[src/hw/rtl/spwm_pkg.sv]
package spwm_pkg;

   localparam logic [2:0] OP_READ  = 3'd0;
   localparam logic [2:0] OP_WRITE = 3'd1;
   localparam logic [2:0] OP_TICK  = 3'd2;
   localparam logic [2:0] OP_EVENT = 3'd3;
   localparam logic [2:0] OP_ACK   = 3'd4;

   localparam logic [2:0] SRC_NONE = 3'd5;

   localparam logic [7:0] LUPD_BIT = 8'h10;
   localparam logic [7:0] DIR_BIT  = 8'h08;
   localparam logic [7:0] CTRLE_RD_MASK = 8'h18;

   localparam logic [2:0] CMD_UPDATE  = 3'd1;
   localparam logic [2:0] CMD_RESET   = 3'd2;
   localparam logic [2:0] CMD_RESTART = 3'd3;

   localparam logic [5:0] R_CTRLA    = 6'h00;
   localparam logic [5:0] R_CTRLB    = 6'h01;
   localparam logic [5:0] R_CTRLC    = 6'h02;
   localparam logic [5:0] R_CTRLD    = 6'h03;
   localparam logic [5:0] R_CTRLECLR = 6'h04;
   localparam logic [5:0] R_CTRLESET = 6'h05;
   localparam logic [5:0] R_CTRLFCLR = 6'h06;
   localparam logic [5:0] R_CTRLFSET = 6'h07;
   localparam logic [5:0] R_EVCTRL   = 6'h09;
   localparam logic [5:0] R_INTCTRL  = 6'h0A;
   localparam logic [5:0] R_INTFLAGS = 6'h0B;
   localparam logic [5:0] R_DBGCTRL  = 6'h0E;
   localparam logic [5:0] R_TEMP     = 6'h0F;
   localparam logic [5:0] R_CNT      = 6'h20;
   localparam logic [5:0] R_PER      = 6'h26;
   localparam logic [5:0] R_CMP      = 6'h28;
   localparam logic [5:0] R_PERBUF   = 6'h36;
   localparam logic [5:0] R_CMPBUF   = 6'h38;

   function automatic logic [9:0] divider_limit(input logic [2:0] sel);
      logic [9:0] r;
      unique case (sel)
         3'd0: r = 10'd0;
         3'd1: r = 10'd1;
         3'd2: r = 10'd3;
         3'd3: r = 10'd7;
         3'd4: r = 10'd15;
         3'd5: r = 10'd63;
         3'd6: r = 10'd255;
         default: r = 10'd1023;
      endcase
      return r;
   endfunction

   typedef struct packed {
      logic [2:0] op;
      logic [5:0] reg_offset;
      logic [7:0] write_data;
      logic       event_level;
   } req_type;

   typedef struct packed {
      logic [7:0] read_data;
      logic       irq_pending;
      logic [2:0] irq_source;
      logic       ack_taken;
      logic [5:0] wave_levels;
      logic [5:0] wave_enables;
      logic       overflow_event;
      logic [2:0] compare_events;
   } rsp_type;

endpackage

[src/hw/rtl/spwm_req_if.sv]
interface spwm_req_if import spwm_pkg::*; ();
   logic    valid;
   logic    ready;
   req_type data;
   modport source (output valid, output data, input ready);
   modport sink (input valid, input data, output ready);
endinterface

[src/hw/rtl/spwm_rsp_if.sv]
interface spwm_rsp_if import spwm_pkg::*; ();
   logic    valid;
   logic    ready;
   rsp_type data;
   modport source (output valid, output data, input ready);
   modport sink (input valid, input data, output ready);
endinterface

[src/hw/rtl/spwm_core.sv]
module spwm_core import spwm_pkg::*; #(
   parameter int COMPARE_CHANNELS = 3
) (
   input  logic    clock,
   input  logic    reset,
   input  logic    step,
   input  req_type req,
   output rsp_type rsp
);
   localparam int NCH = COMPARE_CHANNELS;

   logic [7:0]  ctrl_ff [8];
   logic [7:0]  ctrl_in [8];
   logic [7:0]  flags_ff, flags_in, temp_ff, temp_in, ctle_ff, ctle_in, bv_ff, bv_in;
   logic [15:0] cnt_ff, cnt_in, per_ff, per_in, perb_ff, perb_in;
   logic [15:0] cmp_ff [3];
   logic [15:0] cmp_in [3];
   logic [15:0] cmpb_ff [3];
   logic [15:0] cmpb_in [3];
   logic        up_ff, up_in, lev_ff, lev_in, tog_ff, tog_in;
   logic [9:0]  pre_ff, pre_in;

   always_comb begin
      logic [7:0] rd, m, ft, mk;
      logic ack, ovf, split, upd, bottom, hit, odd, doit, rowsplit;
      logic [2:0] cp, mode, src, cmd;
      logic [5:0] base, wl, en;
      logic [7:0] lo, hi;
      logic [1:0] ch;
      rd = 8'd0; ack = 1'b0; ovf = 1'b0; cp = 3'd0;
      upd = 1'b0; bottom = 1'b0; doit = 1'b0; rowsplit = 1'b0;
      cmd = 3'd0; src = SRC_NONE; mk = 8'd0; ch = 2'd0; hit = 1'b0;
      lo = 8'd0; hi = 8'd0; m = 8'd0;
      for (int i = 0; i < 8; i++) ctrl_in[i] = ctrl_ff[i];
      flags_in = flags_ff; temp_in = temp_ff; ctle_in = ctle_ff; bv_in = bv_ff;
      cnt_in = cnt_ff; per_in = per_ff; perb_in = perb_ff;
      for (int i = 0; i < 3; i++) begin
         cmp_in[i] = cmp_ff[i]; cmpb_in[i] = cmpb_ff[i];
      end
      up_in = up_ff; lev_in = lev_ff; tog_in = tog_ff; pre_in = pre_ff;
      split = ctrl_ff[3][0];
      mode = ctrl_ff[1][2:0];
      base = {req.reg_offset[5:1], 1'b0};
      odd = req.reg_offset[0];

      unique case (req.op)
         OP_READ: begin
            unique case (req.reg_offset)
               R_CTRLA, R_CTRLB, R_CTRLC, R_CTRLD: rd = ctrl_ff[req.reg_offset[1:0]];
               R_CTRLECLR, R_CTRLESET: rd = ctle_ff & CTRLE_RD_MASK;
               R_CTRLFCLR, R_CTRLFSET: rd = ctrl_ff[7];
               R_EVCTRL:   rd = ctrl_ff[4];
               R_INTCTRL:  rd = ctrl_ff[5];
               R_INTFLAGS: rd = flags_ff;
               R_DBGCTRL:  rd = ctrl_ff[6];
               R_TEMP:     rd = temp_ff;
               default: begin
                  logic [15:0] v;
                  logic found, buf_r, pch;
                  found = 1'b1; buf_r = 1'b0; pch = 1'b0; v = 16'd0;
                  if (base == R_CNT) v = cnt_ff;
                  else if (base == R_PER) v = per_ff;
                  else if (base == R_PERBUF) begin v = perb_ff; buf_r = 1'b1; pch = 1'b1; end
                  else if (base >= R_CMP && base <= R_CMP + 6'd4) begin
                     ch = 2'(base[2:1] - R_CMP[2:1]);
                     found = 32'(ch) < NCH;
                     v = cmp_ff[ch];
                  end else if (base >= R_CMPBUF && base <= R_CMPBUF + 6'd4) begin
                     ch = 2'(base[2:1] - R_CMPBUF[2:1]);
                     found = 32'(ch) < NCH;
                     v = cmpb_ff[ch]; buf_r = 1'b1;
                  end else found = 1'b0;
                  if (found) begin
                     if (split) begin
                        if (!buf_r) rd = odd ? v[15:8] : v[7:0];
                        else if (odd) rd = 8'd0;
                        else if (pch) rd = {4'd0, per_ff[11:8]};
                        else rd = cmp_ff[ch][15:8];
                     end else if (odd) rd = temp_ff;
                     else begin
                        temp_in = v[15:8]; rd = v[7:0];
                     end
                  end
               end
            endcase
         end
         OP_WRITE: begin
            unique case (req.reg_offset)
               R_CTRLA: begin ctrl_in[0] = req.write_data; pre_in = 10'd0; end
               R_CTRLB, R_CTRLC, R_CTRLD: ctrl_in[req.reg_offset[1:0]] = req.write_data;
               R_CTRLECLR: begin
                  ctle_in = ctle_ff & ~(req.write_data & (DIR_BIT | LUPD_BIT));
                  cmd = req.write_data[2:0];
               end
               R_CTRLESET: begin
                  ctle_in = ctle_ff | (req.write_data & (DIR_BIT | LUPD_BIT));
                  cmd = req.write_data[2:0];
               end
               R_CTRLFCLR: ctrl_in[7] = ctrl_ff[7] & ~req.write_data;
               R_CTRLFSET: ctrl_in[7] = ctrl_ff[7] | req.write_data;
               R_EVCTRL:   ctrl_in[4] = req.write_data;
               R_INTCTRL:  ctrl_in[5] = req.write_data;
               R_INTFLAGS: flags_in = flags_ff & ~req.write_data;
               R_DBGCTRL:  ctrl_in[6] = req.write_data;
               R_TEMP:     temp_in = req.write_data;
               default: begin
                  logic [1:0] kind; // 0 cnt 1 per 2 cmp 3 none
                  logic buf_w;
                  logic [15:0] nv;
                  kind = 2'd3; buf_w = 1'b0;
                  nv = {req.write_data, temp_ff};
                  if (base == R_CNT) kind = 2'd0;
                  else if (base == R_PER) kind = 2'd1;
                  else if (base == R_PERBUF) begin kind = 2'd1; buf_w = 1'b1; end
                  else if (base >= R_CMP && base <= R_CMP + 6'd4) begin
                     ch = 2'(base[2:1] - R_CMP[2:1]);
                     if (32'(ch) < NCH) kind = 2'd2;
                  end else if (base >= R_CMPBUF && base <= R_CMPBUF + 6'd4) begin
                     ch = 2'(base[2:1] - R_CMPBUF[2:1]);
                     if (32'(ch) < NCH) begin kind = 2'd2; buf_w = 1'b1; end
                  end
                  if (kind != 2'd3) begin
                     if (split) begin
                        if (!buf_w) begin
                           unique case (kind)
                              2'd0: if (odd) cnt_in[15:8] = req.write_data;
                                    else cnt_in[7:0] = req.write_data;
                              2'd1: if (odd) per_in[15:8] = req.write_data;
                                    else per_in[7:0] = req.write_data;
                              default: if (odd) cmp_in[ch][15:8] = req.write_data;
                                       else cmp_in[ch][7:0] = req.write_data;
                           endcase
                        end else if (!odd) begin
                           if (kind == 2'd1) per_in[11:8] = req.write_data[3:0];
                           else cmp_in[ch][15:8] = req.write_data;
                        end
                     end else if (!odd) temp_in = req.write_data;
                     else begin
                        unique case ({buf_w, kind})
                           3'b000: cnt_in = nv;
                           3'b001: per_in = nv;
                           3'b010: cmp_in[ch] = nv;
                           3'b101: perb_in = nv;
                           default: cmpb_in[ch] = nv;
                        endcase
                        if (buf_w) begin
                           mk = (kind == 2'd1) ? 8'h01 : 8'(8'h02 << ch);
                           bv_in = bv_ff | mk;
                           ctrl_in[7] = ctrl_ff[7] | mk;
                        end
                     end
                  end
               end
            endcase
         end
         OP_TICK: if (ctrl_ff[0][0]) begin
            if (pre_ff >= divider_limit(ctrl_ff[0][3:1])) begin
               pre_in = 10'd0;
               doit = 1'b1;
               rowsplit = split;
            end else pre_in = pre_ff + 10'd1;
         end
         OP_EVENT: begin
            lev_in = req.event_level;
            if (req.event_level && !lev_ff && ctrl_ff[0][0]) doit = 1'b1;
         end
         OP_ACK: begin
            m = flags_ff & ctrl_ff[5];
            if (ctrl_ff[0][0]) begin
               if (m[0]) begin flags_in = flags_ff & ~8'h01; ack = 1'b1; end
               else if (split && m[1]) begin flags_in = flags_ff & ~8'h02; ack = 1'b1; end
               else if (m[4]) begin flags_in = flags_ff & ~8'h10; ack = 1'b1; end
               else if (m[5]) begin flags_in = flags_ff & ~8'h20; ack = 1'b1; end
               else if (m[6]) begin flags_in = flags_ff & ~8'h40; ack = 1'b1; end
            end
         end
         default: ;
      endcase

      // counting step (only from tick/event, which touch none of the above)
      if (doit && rowsplit) begin
         lo = cnt_ff[7:0]; hi = cnt_ff[15:8];
         if (lo >= per_ff[7:0]) begin
            lo = 8'd0;
            flags_in[0] = 1'b1;
            if (!(ctle_ff[4])) begin
               if (bv_ff[0]) begin per_in[7:0] = perb_ff[7:0]; bv_in[0] = 1'b0; end
               for (int c = 0; c < NCH; c++)
                  if (bv_ff[c+1]) begin
                     cmp_in[c][7:0] = cmpb_ff[c][7:0]; bv_in[c+1] = 1'b0;
                  end
            end
         end else lo = lo + 8'd1;
         if (hi >= per_ff[15:8]) begin hi = 8'd0; flags_in[1] = 1'b1; end
         else hi = hi + 8'd1;
         cnt_in = {hi, lo};
      end else if (doit) begin
         if (mode == 3'd1) begin
            if (cnt_ff >= cmp_ff[0]) begin
               cnt_in = 16'd0; upd = 1'b1; tog_in = ~tog_ff;
            end else cnt_in = cnt_ff + 16'd1;
         end else if (mode >= 3'd5) begin
            if (up_ff) begin
               if (cnt_ff >= per_ff) begin
                  up_in = 1'b0; upd = 1'b1;
                  if (cnt_ff != 16'd0) cnt_in = cnt_ff - 16'd1;
               end else cnt_in = cnt_ff + 16'd1;
            end else if (cnt_ff == 16'd0) begin
               up_in = 1'b1; bottom = 1'b1; upd = 1'b1; cnt_in = 16'd1;
            end else cnt_in = cnt_ff - 16'd1;
         end else begin
            if (cnt_ff >= per_ff) begin
               cnt_in = 16'd0; upd = 1'b1; bottom = 1'b1;
            end else cnt_in = cnt_ff + 16'd1;
         end
      end

      if (doit) begin
         // compare matches on the new count against cmp values before apply
         for (int c = 0; c < NCH; c++) begin
            hit = split ? (cnt_in[7:0] == cmp_in[c][7:0]) : (cnt_in == cmp_in[c]);
            if (hit) begin flags_in[4+c] = 1'b1; cp[c] = 1'b1; end
         end
         if (split && cnt_in[15:8] == cmp_in[0][15:8]) flags_in[7] = 1'b1;
         if (bottom) begin flags_in[0] = 1'b1; ovf = 1'b1; end
      end

      // buffer apply: normal-mode update point or command
      if ((doit && !rowsplit && upd) || cmd == CMD_UPDATE || cmd == CMD_RESTART) begin
         if (cmd == CMD_RESTART) begin
            cnt_in = 16'd0; up_in = 1'b1; flags_in = 8'd0;
         end
         if (!ctle_in[4]) begin
            if (bv_in[0]) begin per_in = perb_in; bv_in[0] = 1'b0; ctrl_in[7][0] = 1'b0; end
            for (int c = 0; c < NCH; c++)
               if (bv_in[c+1]) begin
                  cmp_in[c] = cmpb_in[c]; bv_in[c+1] = 1'b0; ctrl_in[7][c+1] = 1'b0;
               end
         end
      end
      if (cmd == CMD_RESET) begin
         for (int i = 0; i < 8; i++) ctrl_in[i] = 8'd0;
         flags_in = 8'd0; temp_in = 8'd0; ctle_in = 8'd0; bv_in = 8'd0;
         cnt_in = 16'd0; per_in = 16'hFFFF; perb_in = 16'hFFFF;
         for (int i = 0; i < 3; i++) begin cmp_in[i] = 16'd0; cmpb_in[i] = 16'd0; end
         up_in = 1'b1; lev_in = 1'b0; pre_in = 10'd0; tog_in = 1'b0;
      end

      // outputs from post-item state
      ft = flags_in & ctrl_in[5];
      if (!ctrl_in[0][0]) src = SRC_NONE;
      else if (ft[0]) src = 3'd0;
      else if (ctrl_in[3][0] && ft[1]) src = 3'd1;
      else if (ft[4]) src = 3'd2;
      else if (ft[5]) src = 3'd3;
      else if (ft[6]) src = 3'd4;
      else src = SRC_NONE;
      wl = 6'd0;
      if (ctrl_in[0][0]) begin
         for (int c = 0; c < NCH; c++) begin
            if (ctrl_in[3][0]) begin
               if (cnt_in[7:0] < cmp_in[c][7:0]) wl[c] = 1'b1;
               if (cnt_in[15:8] < cmp_in[c][15:8]) wl[c+3] = 1'b1;
            end else if (c == 0 && ctrl_in[1][2:0] == 3'd1) wl[0] = tog_in;
            else if (cnt_in < cmp_in[c]) wl[c] = 1'b1;
         end
      end
      en = {3'd0, ctrl_in[1][6:4]};
      if (ctrl_in[3][0]) en[5:3] = ctrl_in[2][2:0];

      rsp.read_data = rd;
      rsp.irq_pending = (src != SRC_NONE);
      rsp.irq_source = src;
      rsp.ack_taken = ack;
      rsp.wave_levels = wl;
      rsp.wave_enables = en;
      rsp.overflow_event = ovf;
      rsp.compare_events = cp;
   end

   always_ff @(posedge clock) begin
      if (reset) begin
         for (int i = 0; i < 8; i++) ctrl_ff[i] <= 8'd0;
         flags_ff <= 8'd0; temp_ff <= 8'd0; ctle_ff <= 8'd0; bv_ff <= 8'd0;
         cnt_ff <= 16'd0; per_ff <= 16'hFFFF; perb_ff <= 16'hFFFF;
         for (int i = 0; i < 3; i++) begin cmp_ff[i] <= 16'd0; cmpb_ff[i] <= 16'd0; end
         up_ff <= 1'b1; lev_ff <= 1'b0; pre_ff <= 10'd0; tog_ff <= 1'b0;
      end else if (step) begin
         for (int i = 0; i < 8; i++) ctrl_ff[i] <= ctrl_in[i];
         flags_ff <= flags_in; temp_ff <= temp_in; ctle_ff <= ctle_in; bv_ff <= bv_in;
         cnt_ff <= cnt_in; per_ff <= per_in; perb_ff <= perb_in;
         for (int i = 0; i < 3; i++) begin cmp_ff[i] <= cmp_in[i]; cmpb_ff[i] <= cmpb_in[i]; end
         up_ff <= up_in; lev_ff <= lev_in; pre_ff <= pre_in; tog_ff <= tog_in;
      end
   end
endmodule

[src/hw/rtl/sixteen_bit_pwm_timer_split_mode_unit.sv]
// channel  dir  payload
// req      in   op, reg_offset, write_data, event_level
// rsp      out  read_data, irq flags/source, ack_taken, wave, events
// One transaction per cycle while the result register can drain.
// The input register loads at acceptance; the timer state and the result register
// update together when the held request fires, once the result register is free.
// The result register holds until taken, and req stays ready while it can drain.
// Reset is synchronous and returns the timer to its power-on state.
module sixteen_bit_pwm_timer_split_mode_unit import spwm_pkg::*; #(
   parameter int COMPARE_CHANNELS = 3
) (
   input logic       clock,
   input logic       reset,
   spwm_req_if.sink  req,
   spwm_rsp_if.source rsp
);
   logic    in_valid_ff;
   req_type in_ff;
   logic    out_valid_ff;
   rsp_type out_ff, core_rsp;
   logic    fire, out_free;

   assign out_free = !out_valid_ff || rsp.ready;
   assign fire = in_valid_ff && out_free;
   assign req.ready = !in_valid_ff || out_free;

   spwm_core #(.COMPARE_CHANNELS(COMPARE_CHANNELS)) u_core (
      .clock(clock), .reset(reset), .step(fire), .req(in_ff), .rsp(core_rsp)
   );

   always_ff @(posedge clock) begin
      if (reset) begin
         in_valid_ff <= 1'b0;
         out_valid_ff <= 1'b0;
      end else begin
         if (req.ready) in_valid_ff <= req.valid;
         if (out_free) out_valid_ff <= fire;
      end
   end

   always_ff @(posedge clock) begin
      if (req.ready && req.valid) in_ff <= req.data;
      if (fire) out_ff <= core_rsp;
   end

   assign rsp.valid = out_valid_ff;
   assign rsp.data = out_ff;
endmodule
[src/flat_wrapper.sv]
// flat-port wrapper written by rule: the top's interface ports become plain ports
module sixteen_bit_pwm_timer_split_mode_unit_flat import spwm_pkg::*;
#(
   parameter int COMPARE_CHANNELS = 3
)
  (clock, reset, req_valid, req_data, req_ready, rsp_valid, rsp_data, rsp_ready);
  spwm_req_if req_i ();
  spwm_rsp_if rsp_i ();
  input logic clock;
  input logic reset;
  input wire logic [$bits(req_i.valid)-1:0] req_valid;
  input wire logic [$bits(req_i.data)-1:0] req_data;
  output wire logic [$bits(req_i.ready)-1:0] req_ready;
  output wire logic [$bits(rsp_i.valid)-1:0] rsp_valid;
  output wire logic [$bits(rsp_i.data)-1:0] rsp_data;
  input wire logic [$bits(rsp_i.ready)-1:0] rsp_ready;
  assign req_i.valid = req_valid;
  assign req_i.data = req_data;
  assign req_ready = req_i.ready;
  assign rsp_valid = rsp_i.valid;
  assign rsp_data = rsp_i.data;
  assign rsp_i.ready = rsp_ready;
  sixteen_bit_pwm_timer_split_mode_unit #(.COMPARE_CHANNELS(COMPARE_CHANNELS)) u_core (.clock(clock), .reset(reset), .req(req_i), .rsp(rsp_i));
endmodule
[config.mk]
export PLATFORM = sky130hd
export DESIGN_NAME = sixteen_bit_pwm_timer_split_mode_unit_flat
export DESIGN_NICKNAME = d
export VERILOG_FILES = /design/src/hw/rtl/spwm_pkg.sv /design/src/hw/rtl/spwm_req_if.sv /design/src/hw/rtl/spwm_rsp_if.sv /design/src/hw/rtl/spwm_core.sv /design/src/hw/rtl/sixteen_bit_pwm_timer_split_mode_unit.sv /design/src/flat_wrapper.sv
export SDC_FILE = /design/constraint.sdc
export NUM_CORES = 1
export LEC_CHECK = 0
export BUFFER_PORTS_ARGS = -buffer_cell sky130_fd_sc_hd__buf_4
export CAP_MARGIN = 30
export CORE_AREA = 2 2 208 312
export CTS_BUF_LIST = sky130_fd_sc_hd__clkbuf_8 sky130_fd_sc_hd__clkbuf_16
export CTS_CLUSTER_DIAMETER = 40
export DETAILED_ROUTE_END_ITERATION = 7
export DIE_AREA = 0 0 210 314
export GPL_TIMING_DRIVEN = 0
export PLACE_DENSITY = 0.54
export SYNTH_ARGS = -nofsm -noshare
export SYNTH_HDL_FRONTEND = slang
export SYNTH_SLANG_ARGS = --single-unit
[constraint.sdc]
create_clock -name clock -period 9.1 [get_ports clock]
set_input_delay 1.82 -clock clock [delete_from_list [all_inputs] [get_ports clock]]
set_output_delay 1.82 -clock clock [all_outputs]
set_load 0.05 [all_outputs]
==> results.cfg <==
[critical_path]
crit_start = u_core.u_core.cnt_ff[0]
cp_max_fo = 10
rrSetupSlack_ns = 0.07
path_cells = clkbuf_1 > inv_1 > ha_1 > nand2b_1 > a2111oi_0 > or4_1 > a31oi_1 > clkbuf_1 > nand2b_1 > a32o_1 > o2111a_1 > clkbuf_1 > buf_1 > mux2i_1 > nand2_1 > ha_1 > nand4_1 > inv_1 > nand3_1 > nor2_1 > a21boi_0 > nor2_1 > a311oi_1 > o31a_1
cp_slowest_cell = a31oi_1
cp-end-kind = flip-flop
max_stage_delay_ns = 0.87
path_common_cell = clkbuf_1
required_ns = 9.58
crit_arrival_ns = 9.52
crit_path_end = u_core.rsp.data[10]
criticalPathCategory = reg -> reg
reg2reg_to = u_core.rsp.data[10]
start_kind = flip-flop
r2r_cells = 24
r2r_start = u_core.u_core.cnt_ff[0]

[die]
die_area_sq_um = 65900
coreArea_sq_um = 63200
die-width_um = 210
pin_count = 53
die_y_um = 314
core.rowCount = 113
start_util_pct = 34.8

[timing]
fin_tns_setup_ns = 0
setup_viol = 0
grt_setup_unrepaired = no
maxSlewHeadroom_pct = 5.76
tightest_slew_ns = 1.41
slew_viol_final = 0
timing.final.crit_share_pct = 99.3
setup_ws_ns = 0.0663
finClkSkew_ns = 0.0271
final.min_clock_period_ns = 9.03
fmax_mhz = 111
hold_viol = 0

[route]
first_iter_violations = 2962
postRouteAntennaNets = 0
post_drt_wl_per_cell_um = 37.1
drt-total-wl_mm = 135
dr_total_vias = 24000
dr.pass1.iters = 6
routed_via_density = 6.57
drc = 0

[global_routing]
first_global_vias = 23300
grt_use_total_pct = 40.4
grt_max_degree = 88
grt_pass1_wl_mm = 185
grt-ovfl-total = 0
grt_antenna_before_repair = 3

[min_path]
whs_path_depth = 2
hold_class = reg -> reg

[pwr]
ir_worst_vdd_uv = 144
power.leakage_nw = 9.96
power_density_nw_per_um2 = 166

[synthesis]
synthFlopType = edfxtp_1
yosys_warnings = 0
ys_seq_elements = 295
synthArstFlopShare_pct = 0
syn-num-nets = 2746
synth_cell_types = 97
syn_area_per_cell_sq_um = 8.37
synth-seq-area-share_pct = 36.3
synth-edff-count = 207
syn_area_sq_um = 22000
syn_inst = 2627

[cells_and_area]
diodes = 0
final_cell_mix = 345 x nor2_1, 321 x nand2_1, 221 x a21oi_1
finalInstanceArea_sq_um = 26100
layout_commonest_cell = nor2_1
finish.net_count = 2917
final_cell_count_no_fill = 3648
nFillCells = 6414
drive_gt1_share_pct = 9.78
area_growth_pct = 18.5
final_util_pct = 41.2

[placed_design]
dp_slack_ns = 0.492
post-dp-hpwl_mm = 107
placed_area_sq_um = 24100
dp_cells = 3543
io_buffers = 52
place_congestion = 1.01

[outcome]
status = finished, final reports clean

[clock_network]
cts_tree = built
cts_buffer_depth = 3
postCtsHoldBufs = 0
clk_pin_slew_worst_paths_ns = 0.05
cts_root_buffer = clkbuf_16
cts_buffers = 53
cts_sinks = 295
post_cts_resized = 0
htree_levels = 2
insertion_delay_ns = 0.64
post_cts_buffers = 0

[job]
maxCapViolCount = 0
==> cell type report <==
class,instances,area [sq um],area share (%)
clock inverter,45,510,1.96
buffer,182,712,2.73
sequential,295,7980,30.6
multi-input combinational,2083,13100,50.2
clock buffer,55,1350,5.20
tap,805,1010,3.87
timing repair buffer,116,1170,4.49
inverter,67,256,0.984
==> cell families (layout without fill, tap and decap cells) <==
group / count (synthesis) / in the layout / share of synthesized area, %
flops: 295 / 295 / 36.3
mux: 142 / 142 / 6.98
buf+inv: 249 / 465 / 4.38
xor+xnor: 74 / 74 / 2.95
fa+ha+maj: 97 / 97 / 5.52
compound gates: 785 / 785 / 23.6
simple gates: 985 / 985 / 20.3
==> worst max-delay path, delay by kind of cell, from the launching register on <==
family / cells / cell delay [ns]
and+or+nand+nor: 8 / 1.51
muxes: 1 / 0.54
AOI/OAI and AO/OA: 7 / 2.70
DFF: 1 / 0.37
adders and majority gates: 2 / 0.75
buffers and inverters: 6 / 3.00
==> state kept, by name, summed over array words and instances, names as in the netlist, named ones only <==
register	cells
u_core.u_core.ctrl_ff	64
u_core.u_core.cmp_ff	48
u_core.u_core.cmpb_ff	48
u_core.rsp.data	29
u_core.in_ff	18
u_core.u_core.cnt_ff	16
u_core.u_core.per_ff	16
u_core.u_core.perb_ff	16
u_core.u_core.pre_ff	10
u_core.u_core.flags_ff	8
u_core.u_core.temp_ff	8
u_core.u_core.bv_ff	4
u_core.u_core.ctle_ff	2
u_core.in_valid_ff	1
u_core.rsp.valid	1
u_core.u_core.lev_ff	1
u_core.u_core.tog_ff	1
u_core.u_core.up_ff	1
==> metrics by stage <==
| step | hold slack, ns | power (mW) |
|---|---|---|
| 6_report | 0.480 | 4.32 |
| 5_1_grt | 0.496 | 4.40 |
| 4_1_cts | 0.478 | 4.30 |
| 3_5_place_dp | 0.471 | 2.19 |
| 3_3_place_gp | 0.463 | 2.17 |
| 2_1_floorplan | 0.424 | 1.88 |
==> worst min-delay path by stage <==
stage                                    startpoint                   endpoint  slack, ns
after floorplan           u_core.u_core.flags_ff[2]  u_core.u_core.flags_ff[2]       0.42
after global routing           u_core.u_core.tog_ff       u_core.u_core.tog_ff       0.50
after detailed placement  u_core.u_core.flags_ff[3]  u_core.u_core.flags_ff[3]       0.47
after global placement         u_core.u_core.lev_ff       u_core.u_core.lev_ff       0.46
after CTS                 u_core.u_core.flags_ff[3]  u_core.u_core.flags_ff[3]       0.48
final                          u_core.u_core.lev_ff       u_core.u_core.lev_ff       0.48
==> cells in the mapped netlist (all sizes together), types with 19 or more instances <==
library cell	number	share of area (%)
or3	24	0.68
clkbuf	152	2.6
a31oi	35	1.0
o221ai	24	0.98
a21oi	222	5.1
xor2	36	1.4
nor4	25	0.86
mux2i	123	5.6
and2	19	0.54
ha	97	5.5
a211oi	30	1.0
nand2	322	5.5
nand4	33	0.94
nand2b	26	0.74
o211ai	28	0.98
edfxtp	207	28
nor2	346	5.9
o21ai	132	3.0
buf	30	0.64
inv	65	1.1
a21o	20	0.68
o22ai	69	2.0
o22a	20	0.80
nor3	62	1.4
dfxtp	88	8.0
a22oi	52	1.8
nand3	61	1.4
xnor2	38	1.5
==> power breakdown <==
group / leakage, nW / switching, mW / total [mW] / internal (mW)
clock: 0.919 / 0.820 / 2.12 / 1.30
combinational: 6.19 / 0.453 / 0.630 / 0.176
sequential: 2.85 / 0.0702 / 1.57 / 1.50
==> routing by layer <==
| layer | wire, um | up-vias | track usage [%] |
|---|---|---|---|
| li1 | - | 10200 | - |
| met1 | 47300 | 11700 | 44.0 |
| met2 | 62800 | 1534 | 66.9 |
| met3 | 10500 | 562 | 7.79 |
| met4 | 14800 | 2 | 36.3 |
| met5 | 12 | - | 0 |
Note: power is estimated with default switching activity, not from simulation.
